**src/design/hps_pkg.sv**
```systemverilog
// ----------------------------------------------------------------------------
// hps_pkg
// shared types and constants for the heater profile sequencer
// ----------------------------------------------------------------------------
package hps_pkg;

  localparam int TEMP_WIDTH = 16;
  localparam int DUR_WIDTH  = 32;
  localparam int TOL_WIDTH  = 12;
  localparam int QUO_WIDTH  = 16;

  localparam logic [1:0] MODE_OFF   = 2'd0;
  localparam logic [1:0] MODE_RAMP  = 2'd1;
  localparam logic [1:0] MODE_HOLD  = 2'd2;
  localparam logic [1:0] MODE_TIMER = 2'd3;

  localparam logic [1:0] ACT_TICK  = 2'd0;
  localparam logic [1:0] ACT_START = 2'd1;
  localparam logic [1:0] ACT_STOP  = 2'd2;

  localparam logic [2:0] REG_MODE     = 3'd0;
  localparam logic [2:0] REG_RSTART   = 3'd1;
  localparam logic [2:0] REG_REND     = 3'd2;
  localparam logic [2:0] REG_SETPOINT = 3'd3;
  localparam logic [2:0] REG_DURATION = 3'd4;
  localparam logic [2:0] REG_TOL      = 3'd5;
  localparam logic [2:0] REG_TUS      = 3'd6;
  localparam logic [2:0] REG_HYST     = 3'd7;

  typedef struct packed {
    logic [1:0]                   profile_mode;
    logic signed [TEMP_WIDTH-1:0] ramp_start_temp;
    logic signed [TEMP_WIDTH-1:0] ramp_end_temp;
    logic signed [TEMP_WIDTH-1:0] setpoint_temp;
    logic [DUR_WIDTH-1:0]         profile_duration_ms;
    logic [TOL_WIDTH-1:0]         band_tolerance;
    logic                         timer_uses_setpoint;
    logic [TOL_WIDTH-1:0]         restart_margin;
  } cfg_t;

  typedef struct packed {
    logic                 start;
    logic [DUR_WIDTH-1:0] rem_init;
    logic [QUO_WIDTH-1:0] num_lo;
    logic [DUR_WIDTH-1:0] den;
  } div_req_t;

endpackage

```
**src/design/heater_profile_sequencer_core.sv**
```systemverilog
// ----------------------------------------------------------------------------
// heater_profile_sequencer_core
// heater profile sequencer: off, ramp, hold and timer modes
// ----------------------------------------------------------------------------
// sequence: accept, multiply, then one shared divider run twice (ramp
// fraction, then progress) at one quotient bit per cycle, then result valid
// input not ready while an item is at work
// reset: synchronous active high, mode off, elapsed zero, registers to defaults
// ----------------------------------------------------------------------------
module heater_profile_sequencer_core (
  input  logic        clk,
  input  logic        rst,
  input  logic        psel,
  input  logic        penable,
  input  logic        pwrite,
  input  logic [4:0]  paddr,
  input  logic [31:0] pwdata,
  output logic [31:0] prdata,
  output logic        pready,
  input  logic        s_tvalid,
  output logic        s_tready,
  // action[1:0], current_temp[17:2], heater_fault[18], heater_running[19],
  // ms_passed[35:20]
  input  logic [39:0] s_tdata,
  output logic        m_tvalid,
  input  logic        m_tready,
  // cmd_start[0], cmd_stop[1], set_target[2], clear_target[3], target_temp[19:4],
  // target_tolerance[31:20], completed[32], faulted[33], mode_now[35:34],
  // done_flag[36], progress[53:37], remaining_ms[85:54]
  output logic [87:0] m_tdata
);

  typedef enum logic [6:0] {
    ST_IDLE = 7'b0000001,
    ST_MUL  = 7'b0000010,
    ST_DRGO = 7'b0000100,
    ST_DR   = 7'b0001000,
    ST_DPGO = 7'b0010000,
    ST_DP   = 7'b0100000,
    ST_FIN  = 7'b1000000
  } state_t;

  localparam int TW = hps_pkg::TEMP_WIDTH;

  hps_pkg::cfg_t     cfg;
  hps_pkg::div_req_t dreq;
  logic [15:0]       quo;
  logic              div_done;

  state_t            state;
  logic [1:0]        mode;
  logic [31:0]       elapsed;
  logic              c_start, c_stop, c_set, c_clear, c_done, c_fault, use_ramp;
  logic signed [TW-1:0] cmd_t;
  logic [47:0]       prod;
  logic [15:0]       mag;

  logic [1:0]        act;
  logic signed [TW-1:0] cur;
  logic              fault, running;
  logic [15:0]       ms;
  logic              acc;

  assign act     = s_tdata[1:0];
  assign cur     = s_tdata[17:2];
  assign fault   = s_tdata[18];
  assign running = s_tdata[19];
  assign ms      = s_tdata[35:20];
  assign s_tready = (state == ST_IDLE);
  assign acc      = s_tvalid && s_tready;

  hps_cfg u_cfg (
    .clk(clk), .rst(rst), .psel(psel), .penable(penable), .pwrite(pwrite),
    .paddr(paddr), .pwdata(pwdata), .prdata(prdata), .pready(pready), .cfg(cfg)
  );

  hps_divider u_div (.clk(clk), .rst(rst), .req(dreq), .quo(quo), .done(div_done));

  // ramp geometry
  logic signed [TW:0] diff;
  logic [TW-1:0]      amag;
  logic               up;
  logic [31:0]        dur;
  logic               e_ge;
  assign dur  = cfg.profile_duration_ms;
  assign diff = {cfg.ramp_end_temp[TW-1], cfg.ramp_end_temp}
              - {cfg.ramp_start_temp[TW-1], cfg.ramp_start_temp};
  assign up   = !diff[TW];
  assign amag = up ? diff[TW-1:0] : TW'(-diff);

  // step decision
  logic [1:0]  mode_n;
  logic [31:0] el_n;
  logic        s_n, p_n, set_n, clr_n, dn_n, f_n, ur_n, off_n;
  logic signed [TW-1:0] cmdt_n;
  logic [32:0] sum;
  logic signed [TW+1:0] thr;
  logic        el_ge;

  assign sum   = {1'b0, elapsed} + {17'd0, ms};
  assign thr   = {{2{cfg.setpoint_temp[TW-1]}}, cfg.setpoint_temp}
               - {{(TW-10){1'b0}}, cfg.restart_margin};

  always_comb begin
    mode_n = mode; el_n = elapsed;
    s_n = 1'b0; p_n = 1'b0; set_n = 1'b0; clr_n = 1'b0; dn_n = 1'b0; f_n = 1'b0;
    ur_n = 1'b0; off_n = 1'b0; cmdt_n = '0; el_ge = 1'b0;
    case (act)
      hps_pkg::ACT_START: begin
        el_n = '0;
        case (cfg.profile_mode)
          hps_pkg::MODE_RAMP: begin
            mode_n = hps_pkg::MODE_RAMP; set_n = 1'b1; s_n = 1'b1;
            cmdt_n = cfg.ramp_start_temp;
          end
          hps_pkg::MODE_HOLD: begin
            mode_n = hps_pkg::MODE_HOLD; set_n = 1'b1; s_n = 1'b1;
            cmdt_n = cfg.setpoint_temp;
          end
          hps_pkg::MODE_TIMER: begin
            mode_n = hps_pkg::MODE_TIMER; s_n = 1'b1;
            set_n = cfg.timer_uses_setpoint; cmdt_n = cfg.setpoint_temp;
          end
          default: off_n = 1'b1;
        endcase
      end
      hps_pkg::ACT_STOP: off_n = 1'b1;
      hps_pkg::ACT_TICK: begin
        el_n  = sum[32] ? 32'hFFFF_FFFF : sum[31:0];
        el_ge = el_n >= dur;
        if (fault) begin
          f_n = 1'b1; off_n = 1'b1;
        end else begin
          case (mode)
            hps_pkg::MODE_OFF: p_n = running;
            hps_pkg::MODE_RAMP: begin
              set_n = 1'b1;
              if (el_ge) begin
                cmdt_n = cfg.ramp_end_temp; dn_n = 1'b1; off_n = 1'b1;
              end else begin
                ur_n = 1'b1; s_n = !running;
              end
            end
            hps_pkg::MODE_HOLD: s_n = !running && ($signed({{2{cur[TW-1]}}, cur}) < thr);
            default: begin
              if (el_ge) begin
                dn_n = 1'b1; off_n = 1'b1;
              end else begin
                s_n = !running;
              end
            end
          endcase
        end
      end
      default: ;
    endcase
    if (off_n) begin
      mode_n = hps_pkg::MODE_OFF; p_n = 1'b1; clr_n = 1'b1;
    end
  end

  assign e_ge = elapsed >= dur;

  always_comb begin
    dreq.start    = (state == ST_DRGO) || (state == ST_DPGO);
    dreq.den      = dur;
    dreq.rem_init = (state == ST_DRGO) ? prod[47:16] : elapsed;
    dreq.num_lo   = (state == ST_DRGO) ? prod[15:0] : 16'd0;
  end

  // result assembly
  logic signed [TW:0]   rsum;
  logic signed [TW-1:0] ramp_val, tgt;
  logic                 done_f;
  logic [16:0]          prog;
  logic [31:0]          remv;
  logic                 out_free;

  assign rsum     = up ? {cfg.ramp_start_temp[TW-1], cfg.ramp_start_temp} + {1'b0, mag}
                       : {cfg.ramp_start_temp[TW-1], cfg.ramp_start_temp} - {1'b0, mag};
  assign ramp_val = e_ge ? cfg.ramp_end_temp : rsum[TW-1:0];
  assign out_free = !m_tvalid || m_tready;

  always_comb begin
    case (mode)
      hps_pkg::MODE_RAMP, hps_pkg::MODE_TIMER: begin
        done_f = e_ge;
        prog   = e_ge ? 17'h10000 : {1'b0, quo};
        remv   = e_ge ? 32'd0 : dur - elapsed;
        tgt    = (mode == hps_pkg::MODE_RAMP) ? ramp_val :
                 (cfg.timer_uses_setpoint ? cfg.setpoint_temp : '0);
      end
      hps_pkg::MODE_HOLD: begin
        done_f = 1'b0; prog = '0; remv = '0; tgt = cfg.setpoint_temp;
      end
      default: begin
        done_f = 1'b1; prog = 17'h10000; remv = '0; tgt = '0;
      end
    endcase
    if (c_set) tgt = use_ramp ? ramp_val : cmd_t;
  end

  always_ff @(posedge clk) begin
    if (rst) begin
      state    <= ST_IDLE;
      mode     <= hps_pkg::MODE_OFF;
      elapsed  <= '0;
      m_tvalid <= 1'b0;
    end else begin
      if (state == ST_FIN && out_free) m_tvalid <= 1'b1;
      else if (m_tready) m_tvalid <= 1'b0;
      case (state)
        ST_IDLE: if (acc) begin
          state <= ST_MUL; mode <= mode_n; elapsed <= el_n;
        end
        ST_MUL:  state <= ST_DRGO;
        ST_DRGO: state <= ST_DR;
        ST_DR:   if (div_done) state <= ST_DPGO;
        ST_DPGO: state <= ST_DP;
        ST_DP:   if (div_done) state <= ST_FIN;
        ST_FIN:  if (out_free) state <= ST_IDLE;
        default: state <= ST_IDLE;
      endcase
    end
  end

  always_ff @(posedge clk) begin
    if (acc) begin
      c_start <= s_n; c_stop <= p_n; c_set <= set_n; c_clear <= clr_n;
      c_done <= dn_n; c_fault <= f_n; use_ramp <= ur_n; cmd_t <= cmdt_n;
    end
    if (state == ST_MUL) prod <= {16'd0, amag} * {16'd0, elapsed};
    if (state == ST_DR && div_done) mag <= quo;
    if (state == ST_FIN && out_free)
      m_tdata <= {2'b00, remv, prog, done_f, mode, c_fault, c_done,
                  cfg.band_tolerance, tgt, c_clear, c_set, c_stop, c_start};
  end

  a_div_in_wait: assert property (@(posedge clk) disable iff (rst)
    div_done |-> (state == ST_DR || state == ST_DP))
    else $error("divider finished outside a wait state");

  a_acc_to_mul: assert property (@(posedge clk) disable iff (rst)
    acc |=> state == ST_MUL)
    else $error("accepted item did not start the sequence");

  a_fin_hold: assert property (@(posedge clk) disable iff (rst)
    (state == ST_FIN && m_tvalid && !m_tready) |=> state == ST_FIN)
    else $error("result overwrote a pending output item");

  a_no_ready_busy: assert property (@(posedge clk) disable iff (rst)
    (state == ST_FIN) |-> !s_tready)
    else $error("input ready while an item is at work");

endmodule

```
**src/design/hps_cfg.sv**
```systemverilog
// ----------------------------------------------------------------------------
// hps_cfg
// apb register file holding the profile configuration
// ----------------------------------------------------------------------------
module hps_cfg (
  input  logic              clk,
  input  logic              rst,
  input  logic              psel,
  input  logic              penable,
  input  logic              pwrite,
  input  logic [4:0]        paddr,
  input  logic [31:0]       pwdata,
  output logic [31:0]       prdata,
  output logic              pready,
  output hps_pkg::cfg_t     cfg
);

  logic [2:0] idx;
  logic       wr;

  assign pready = 1'b1;
  assign idx    = paddr[4:2];
  assign wr     = psel && penable && pwrite;

  always_ff @(posedge clk) begin
    if (rst) begin
      cfg.profile_mode        <= '0;
      cfg.ramp_start_temp     <= '0;
      cfg.ramp_end_temp       <= '0;
      cfg.setpoint_temp       <= '0;
      cfg.profile_duration_ms <= '0;
      cfg.band_tolerance      <= 12'd16;
      cfg.timer_uses_setpoint <= 1'b0;
      cfg.restart_margin      <= 12'd16;
    end else if (wr) begin
      case (idx)
        hps_pkg::REG_MODE:     cfg.profile_mode        <= pwdata[1:0];
        hps_pkg::REG_RSTART:   cfg.ramp_start_temp     <= pwdata[15:0];
        hps_pkg::REG_REND:     cfg.ramp_end_temp       <= pwdata[15:0];
        hps_pkg::REG_SETPOINT: cfg.setpoint_temp       <= pwdata[15:0];
        hps_pkg::REG_DURATION: cfg.profile_duration_ms <= pwdata;
        hps_pkg::REG_TOL:      cfg.band_tolerance      <= pwdata[11:0];
        hps_pkg::REG_TUS:      cfg.timer_uses_setpoint <= pwdata[0];
        hps_pkg::REG_HYST:     cfg.restart_margin      <= pwdata[11:0];
        default: ;
      endcase
    end
  end

  always_comb begin
    case (idx)
      hps_pkg::REG_MODE:     prdata = {30'd0, cfg.profile_mode};
      hps_pkg::REG_RSTART:   prdata = {16'd0, cfg.ramp_start_temp};
      hps_pkg::REG_REND:     prdata = {16'd0, cfg.ramp_end_temp};
      hps_pkg::REG_SETPOINT: prdata = {16'd0, cfg.setpoint_temp};
      hps_pkg::REG_DURATION: prdata = cfg.profile_duration_ms;
      hps_pkg::REG_TOL:      prdata = {20'd0, cfg.band_tolerance};
      hps_pkg::REG_TUS:      prdata = {31'd0, cfg.timer_uses_setpoint};
      hps_pkg::REG_HYST:     prdata = {20'd0, cfg.restart_margin};
      default:               prdata = '0;
    endcase
  end

endmodule

```
**src/design/hps_divider.sv**
```systemverilog
// ----------------------------------------------------------------------------
// hps_divider
// restoring divider, one quotient bit per cycle; the remainder must start below den, which the divider does not check
// ----------------------------------------------------------------------------
module hps_divider (
  input  logic                          clk,
  input  logic                          rst,
  input  hps_pkg::div_req_t             req,
  output logic [hps_pkg::QUO_WIDTH-1:0] quo,
  output logic                          done
);

  logic [hps_pkg::DUR_WIDTH-1:0] rem;
  logic [hps_pkg::QUO_WIDTH-1:0] lo;
  logic [hps_pkg::DUR_WIDTH-1:0] den;
  logic [4:0]                    cnt;
  logic [hps_pkg::DUR_WIDTH:0]   trial;
  logic                          ge;

  assign trial = {rem, lo[hps_pkg::QUO_WIDTH-1]};
  assign ge    = trial >= {1'b0, den};

  always_ff @(posedge clk) begin
    if (rst) begin
      cnt  <= '0;
      done <= 1'b0;
    end else if (req.start) begin
      cnt  <= 5'(hps_pkg::QUO_WIDTH);
      done <= 1'b0;
    end else begin
      done <= (cnt == 5'd1);
      if (cnt != 5'd0) cnt <= cnt - 5'd1;
    end
  end

  always_ff @(posedge clk) begin
    if (req.start) begin
      rem <= req.rem_init;
      lo  <= req.num_lo;
      den <= req.den;
    end else if (cnt != 5'd0) begin
      rem <= ge ? 32'(trial - {1'b0, den}) : trial[hps_pkg::DUR_WIDTH-1:0];
      lo  <= {lo[hps_pkg::QUO_WIDTH-2:0], 1'b0};
      quo <= {quo[hps_pkg::QUO_WIDTH-2:0], ge};
    end
  end

endmodule
```
**config.mk**
```make
export PLATFORM = sky130hd
export DESIGN_NAME = heater_profile_sequencer_core
export DESIGN_NICKNAME = d
export VERILOG_FILES = /design/src/design/hps_pkg.sv /design/src/design/heater_profile_sequencer_core.sv /design/src/design/hps_cfg.sv /design/src/design/hps_divider.sv
export SDC_FILE = /design/constraint.sdc
export NUM_CORES = 2
export LEC_CHECK = 0
export BUFFER_PORTS_ARGS = -buffer_cell sky130_fd_sc_hd__buf_2
export CORE_UTILIZATION = 40
export DETAILED_ROUTE_END_ITERATION = 10
export PLACE_DENSITY = 0.67
export SYNTH_ARGS = -nofsm -noshare
export SYNTH_HDL_FRONTEND = slang
export SYNTH_SLANG_ARGS = --single-unit
```
**constraint.sdc**
```tcl
create_clock -name clk -period 8.4 [get_ports clk]
set_input_delay 0 -clock clk [delete_from_list [all_inputs] [get_ports clk]]
set_output_delay 0 -clock clk [all_outputs]
set_load 0.05 [all_outputs]
```
---- Word level (Yosys, flattened, before mapping) ----
Cells that the tools add are included.
word-level totals
  output and inout port bits .............. 123
  word-level logic and storage cells ...... 174
  input port bits ......................... 84
  register bits after elaboration ......... 424
operators by class
  equality and inequality tests ........... 27
  multiplexer cells ....................... 58
  reduce and logical (&&, ||, !) cells .... 40
  $add $sub $neg .......................... 9
  magnitude comparators ................... 4
  bitwise logic cells ..................... 4
  $mul .................................... 1
operator list
  cell                  number
  $pmux W32 S8          1
  $mux W16              13
  $mux W32              5
  $pmux W16 S2          3
  $ge A32 B32 Y1        2
  $pmux W32 S2          1
  $sub A32 B32 Y32      2
  $pmux W7 S7           1
  $mul A16 B32 Y48      1
  $pmux W17 S2          1
  $add A32 B16 Y33      1
  $ge A33 B32 Y1        1
  $mux W7               4
  $reduce_and A2 Y1     9
  $lt A16 B17 Y1        1
  $mux W1               17
  $mux W17              1
  $sub A16 B13 Y17      1
  $sub A16 B16 Y17      1
  $add A16 B16 Y16      1
  $neg A16 Y16          1
  $sub A16 B16 Y16      1
  $reduce_or A2 Y1      7
  $eq A3 B3 Y1 const B  4
  32 further kinds      63

---- Depth between registers and ports, before layout ----
  depth in word-level cells ............... 9
  gate-level depth with buffers ........... 36
  mapped depth without buffers ............ 34

---- Modules after synthesis ----
Synthesis repeated with hierarchy kept, for this count alone.
second synthesis, totals
  cell total of the unflattened synthesis .. 4884
  area total of the unflattened synthesis .. 43765.7 um^2
modules (own cells, without submodules)
  module                         cells an instance  seq. area each (um^2)  area each (um^2)  times used
  heater_profile_sequencer_core  3739               6005.8                 32563.7           1
  hps_divider                    585                3002.9                 6052.1            1
  hps_cfg                        560                2142.1                 5149.9            1

---- Least setup slack after synthesis ----
Ideal clock, no wire load.
  kind .................................... reg2reg
  start point ............................. register, netlist name u_cfg.cfg[73]
  end point ............................... register prod[47], data pin
  required time ........................... 8141 ps
  data arrival time ....................... 8472 ps
  setup slack ............................. -330 ps
  setup time .............................. 259 ps
  cell stages (with the launch flop) ...... 36
  clock period less this slack ............ 8730 ps
  buffers on the path ..................... 2
  cells stage by stage .................... dfxtp_1 > inv_1 > ha_1 > fa_1 > nor2b_1 > o21ai_1 > a21oi_1 > o221ai_2 > a211oi_1 > o31a_1 > buf_2 > nor2_1 > xnor2_1 > clkbuf_1 > nand2_1 > fa_1 > inv_1 > fa_1 > inv_1 > fa_1 > inv_1 > fa_1 > fa_1 > inv_1 > fa_1 > inv_1 > ha_1 > a21o_1 > a211oi_1 > o21a_1 > o31ai_1 > a21oi_1 > o221ai_1 > a31oi_1 > o21ai_1 > a211o_1
between the ends
  word-level cells in the longest chain between the ends .. 4
RTL lines
  element               RTL line                              text
  $sub A16 B16 Y17 (*)  heater_profile_sequencer_core.sv:87   - {cfg.ramp_start_temp[TW-1], cfg.ramp_start_temp};
  $neg A16 Y16          heater_profile_sequencer_core.sv:89   assign amag = up ? diff[TW-1:0] : TW'(-diff);
  $mux W16 (*)          heater_profile_sequencer_core.sv:89
  $mul A16 B32 Y48 (*)  heater_profile_sequencer_core.sv:232  if (state == ST_MUL) prod <= {16'd0, amag} * {16'd0, elapsed};
  end signal, assigned  heater_profile_sequencer_core.sv:232
  end, declared         heater_profile_sequencer_core.sv:55   logic [47:0] prod;
Mark *: on every way between the ends. The rest lies on a longest branch, timed or not.
A chain may end at the register's enable or synchronous reset.

---- Final worst setup path ----
  start point ............................. register, netlist name u_cfg.cfg[95]
  end point ............................... register prod[47], data pin
between the ends
  word-level cells in the longest chain between the ends .. 4
RTL lines
  element               RTL line
  $sub A16 B16 Y17 (*)  heater_profile_sequencer_core.sv:87
  $neg A16 Y16          heater_profile_sequencer_core.sv:89
  $mux W16 (*)          heater_profile_sequencer_core.sv:89
  $mul A16 B32 Y48 (*)  heater_profile_sequencer_core.sv:232
Marked as above.

==> results by group <==
Outcome
  – Status: finished with violations
  – Failing checks: negative setup slack

Floorplan
  – Total die area: 107,600 um^2
  – Starting density of the core: between 40 and 50%
  – Core Footprint: 105,300 um^2
  – Ports: 207
  – Die height: 328.0 um
  – Row cnt: 119
  – Die Span X: roughly 330 um

Clock network
  – CTS max path bufs: 3
  – Total CTS buffers: 47
  – Clk_lat worst skew: 0.63 ns
  – CTS H-tree depth: 2
  – CTS tree: done
  – CTS root buffer: clkbuf_16
  – Clock sink count: 423
  – Clock transition at path regs: approximately 0.06 ns

STA
  – Fin crit share: 101.9%
  – Highest clock rate: between 0.1 and 0.15 GHz
  – Actual slew at the worst max-slew pin: between 1 and 1.5 ns
  – Hold WS: 0.04365 ns
  – Final setup viols: 9
  – Final worst path period need: 8.563 ns
  – Slew margin rel.: approximately 16%
  – RSZ-0062 raised after global routing: yes
  – Slew Limit Fails: 0
  – TNS Setup: -0.9649 ns
  – Final hold vios: 0
  – Worst-case clock skew: between 0.03 and 0.04 ns
  – Setup WS post-layout: -0.1628 ns

Global routing
  – Layer with the highest usage: met2
  – GRT Overall Usage: a little over a quarter
  – Vias in the first global route: ~36,000
  – GR Util met1: 37.16%
  – M2 GR Usage: 39.45%
  – GR Util met3: ~4.2%
  – Initial antenna violation count: 1
  – Largest net degree at the start of global routing: 77
  – Global-route wire length before repair: 215,800 um
  – Gr ovfl total: 0

Power and ir drop
  – Switch Pwr: 0.002535 W
  – Sw frac: 34.77%
  – Clk pwr share: around 30%
  – PwrDens: 144.5 nW/um^2
  – Register share of total power: 37.3%
  – Leakage: 22.92 nW
  – Combinational group share of total power: 32.8%
  – Int Pwr: 0.004757 W
  – Peak VDD IR: roughly 0.00018 V

Route
  – DR vias/cell: 5.547
  – Detailed Routing Iterations Pass 1: 6
  – Drt drc: 0
  – Total Wirelength: 142,700 um
  – Final ANT Viol Nets: 0
  – Routed WL per cell: 21.40 um
  – Vias: 37,000
  – Initial DRC Count: ~3,800

Setup path
  – Crit Reg-Reg Startpoint: u_cfg.cfg[95]
  – Crit path depth: 33
  – Worst R2R Setup Slack: -0.16 ns
  – Worst Setup End Kind: flop
  – CP dominant cell by count: fa_1
  – Critical path class: flop to flop
  – RR Endpoint: prod[47]
  – Critical-path top delay cell: fa_1
  – Crit path required time: 8.77 ns
  – Critical Path Fanout Max: 12
  – Crit path max-delay family: adder cells
  – CP max stage delay: 0.59 ns
  – Worst path arrival time: 8.93 ns
  – Buf/Inv on CP: 8
  – Worst-case reg-to-reg path depth: 33
  – Startpoint type of the worst setup path: flop

Place
  – Setup WS pre-CTS: -0.8304 ns
  – DPL Wire Length: 110,400 um
  – I/O Buffers: 197
  – Routability cong.: 0.9853

Synthesis
  – Ys flop type: edfxtp_1
  – Leading area contributor after synthesis: fa_1
  – Flops & latches, synth: 423
  – Synth Warn #: 0
  – Count of cell types in the netlist: 95
  – Synth top area cells: fa_1 20%, edfxtp_1 19%, ha_1 8.8%
  – Syn_area_per_cell: between 8 and 9 um^2
  – EDFF count, synth: roughly 270
  – Cells after synthesis: 4,822
  – Async set-reset flop share out of synthesis: 0%
  – Synthesized cell area: between 40,000 and 50,000 um^2
  – Sequential area share after synthesis: 26.24%
  – Area fraction of the dominant cell type after synthesis: 19.97%

Run
  – Max-Cap Viols: 0

Layout
  – Commonest cells after routing, fill and taps aside: 766 x nand2_1, 689 x inv_1, 410 x fa_1, 321 x buf_4, 292 x a21oi_1
  – Synthesis-to-finish area growth: 18.72%
  – Layout cells sized above 1: 16.35%
  – Commonest non-fill, non-tap cell in the layout: nand2_1
  – Filler instances: ~10,000
  – Diodes inserted: 0
  – Register area: 11,150 um^2
  – Nets@finish: 6,049
  – Footprint of the multi-input gates: 28,590 um^2

Worst hold path
  – Hold Crit Endpoint: elapsed[3]
  – Worst min path class: input pin to flop
  – Hold Crit Start: s_tdata[23]
  – Worst hold stages: 6
final cells by class:
class / instances / share of cell area (%)
clock buffers: 59 / 2.584
clock inverters: 28 / 0.5951
inverters: 708 / 5.267
multi-input cells: 3448 / 56.66
flip-flops and latches: 423 / 22.11
well taps: 1391 / 3.449
repair buffers: 613 / 9.334
kinds of logic (layout without fill, tap and decap cells):
logic type / Yosys count / after routing / synth area share (%)
AND/OR/NAND/NOR: 1553 / 1553 / 16.99
AO/OA/AOI/OAI: 972 / 972 / 15.02
buffers and inverters: 953 / 1408 / 8.605
adder cells (fa/ha/maj): 724 / 724 / 28.80
flip-flops: 423 / 423 / 26.24
XOR/XNOR: 156 / 157 / 3.250
multiplexers: 39 / 39 / 1.078
other: 2 / 3 / 0.01767
worst max path at each step:
stage,startpoint,to,slack [ns]
global placement,u_cfg.cfg[73],prod[42],-0.68
finish,u_cfg.cfg[95],prod[47],-0.16
detailed placement,u_cfg.cfg[73],prod[42],-0.83
global route,u_cfg.cfg[95],prod[41],-0.46
CTS,u_cfg.cfg[73],prod[42],-0.06
floorplan,u_cfg.cfg[90],prod[38],0.007
power groups by stage:
stage	registers, W	clock network, W	logic [W]
after floorplan	0.00269	0	0.00144
after global placement	0.00275	0	0.00214
after detailed placement	0.00276	0	0.00217
after CTS	0.00271	0.00220	0.00230
after global routing	0.00274	0.00228	0.00258
final	0.00272	0.00218	0.00239
routing by layer:
layer	up-vias	wire (um)
met5	-	13
met4	2	6556
met3	322	12980
met2	1727	61870
met1	18050	61280
li1	16900	-
per-stage QoR:
| step | util, % | area (um^2) | instances | total power [W] |
|---|---|---|---|---|
| finish | 47.93 | 50460 | 6670 | 0.007292 |
| CTS | 47.47 | 49980 | 6654 | 0.007221 |
| detailed placement | 44.66 | 47010 | 6476 | 0.004922 |
| global placement | 44.66 | 47010 | 6476 | 0.004894 |
| floorplan | - | 42540 | 4823 | 0.004126 |
| global route | 47.93 | 50460 | 6670 | 0.007594 |
Yosys cell counts, drive strengths merged, types with 53 or more instances:
| library cell | number |
|---|---|
| nand2b | 63 |
| nand3 | 75 |
| a21oi | 307 |
| dfxtp | 155 |
| xor2 | 69 |
| nor2 | 231 |
| xnor2 | 87 |
| ha | 300 |
| clkbuf | 209 |
| nor3 | 68 |
| a22oi | 53 |
| nand2 | 774 |
| fa | 424 |
| edfxtp | 268 |
| a21o | 89 |
| inv | 705 |
| and2 | 138 |
| o21ai | 165 |
sequential cells by signal (all words and copies together) (netlist names), 2 cells and up:
name       count
elapsed       32
u_div.lo      16
state          7
m_tdata       85
prod          48
cmd_t         16
mag           16
u_div.den     32
u_div.quo     16
mode           2
u_cfg.cfg    107
u_div.rem     32
u_div.cnt      5
worst min-delay path: stages:
cell,delay (ns)
buf_2,0.11
ha_1,0.18
xor2_1,0.08
nand2_1,0.09
a22oi_1,0.08
nor2_1,0.08
repair_timing:
item | CTS | global route
gates cloned | 2 | 1
pin swaps | 63 | 62
gates resized for setup | 105 | 67
endpoints found under the setup margin | 26 | 28
hold endpoints to repair | 124 | 0
hold buffers | 44 | 0
buffers inserted | 45 | 16
Note: power is estimated with default switching activity, not from simulation.
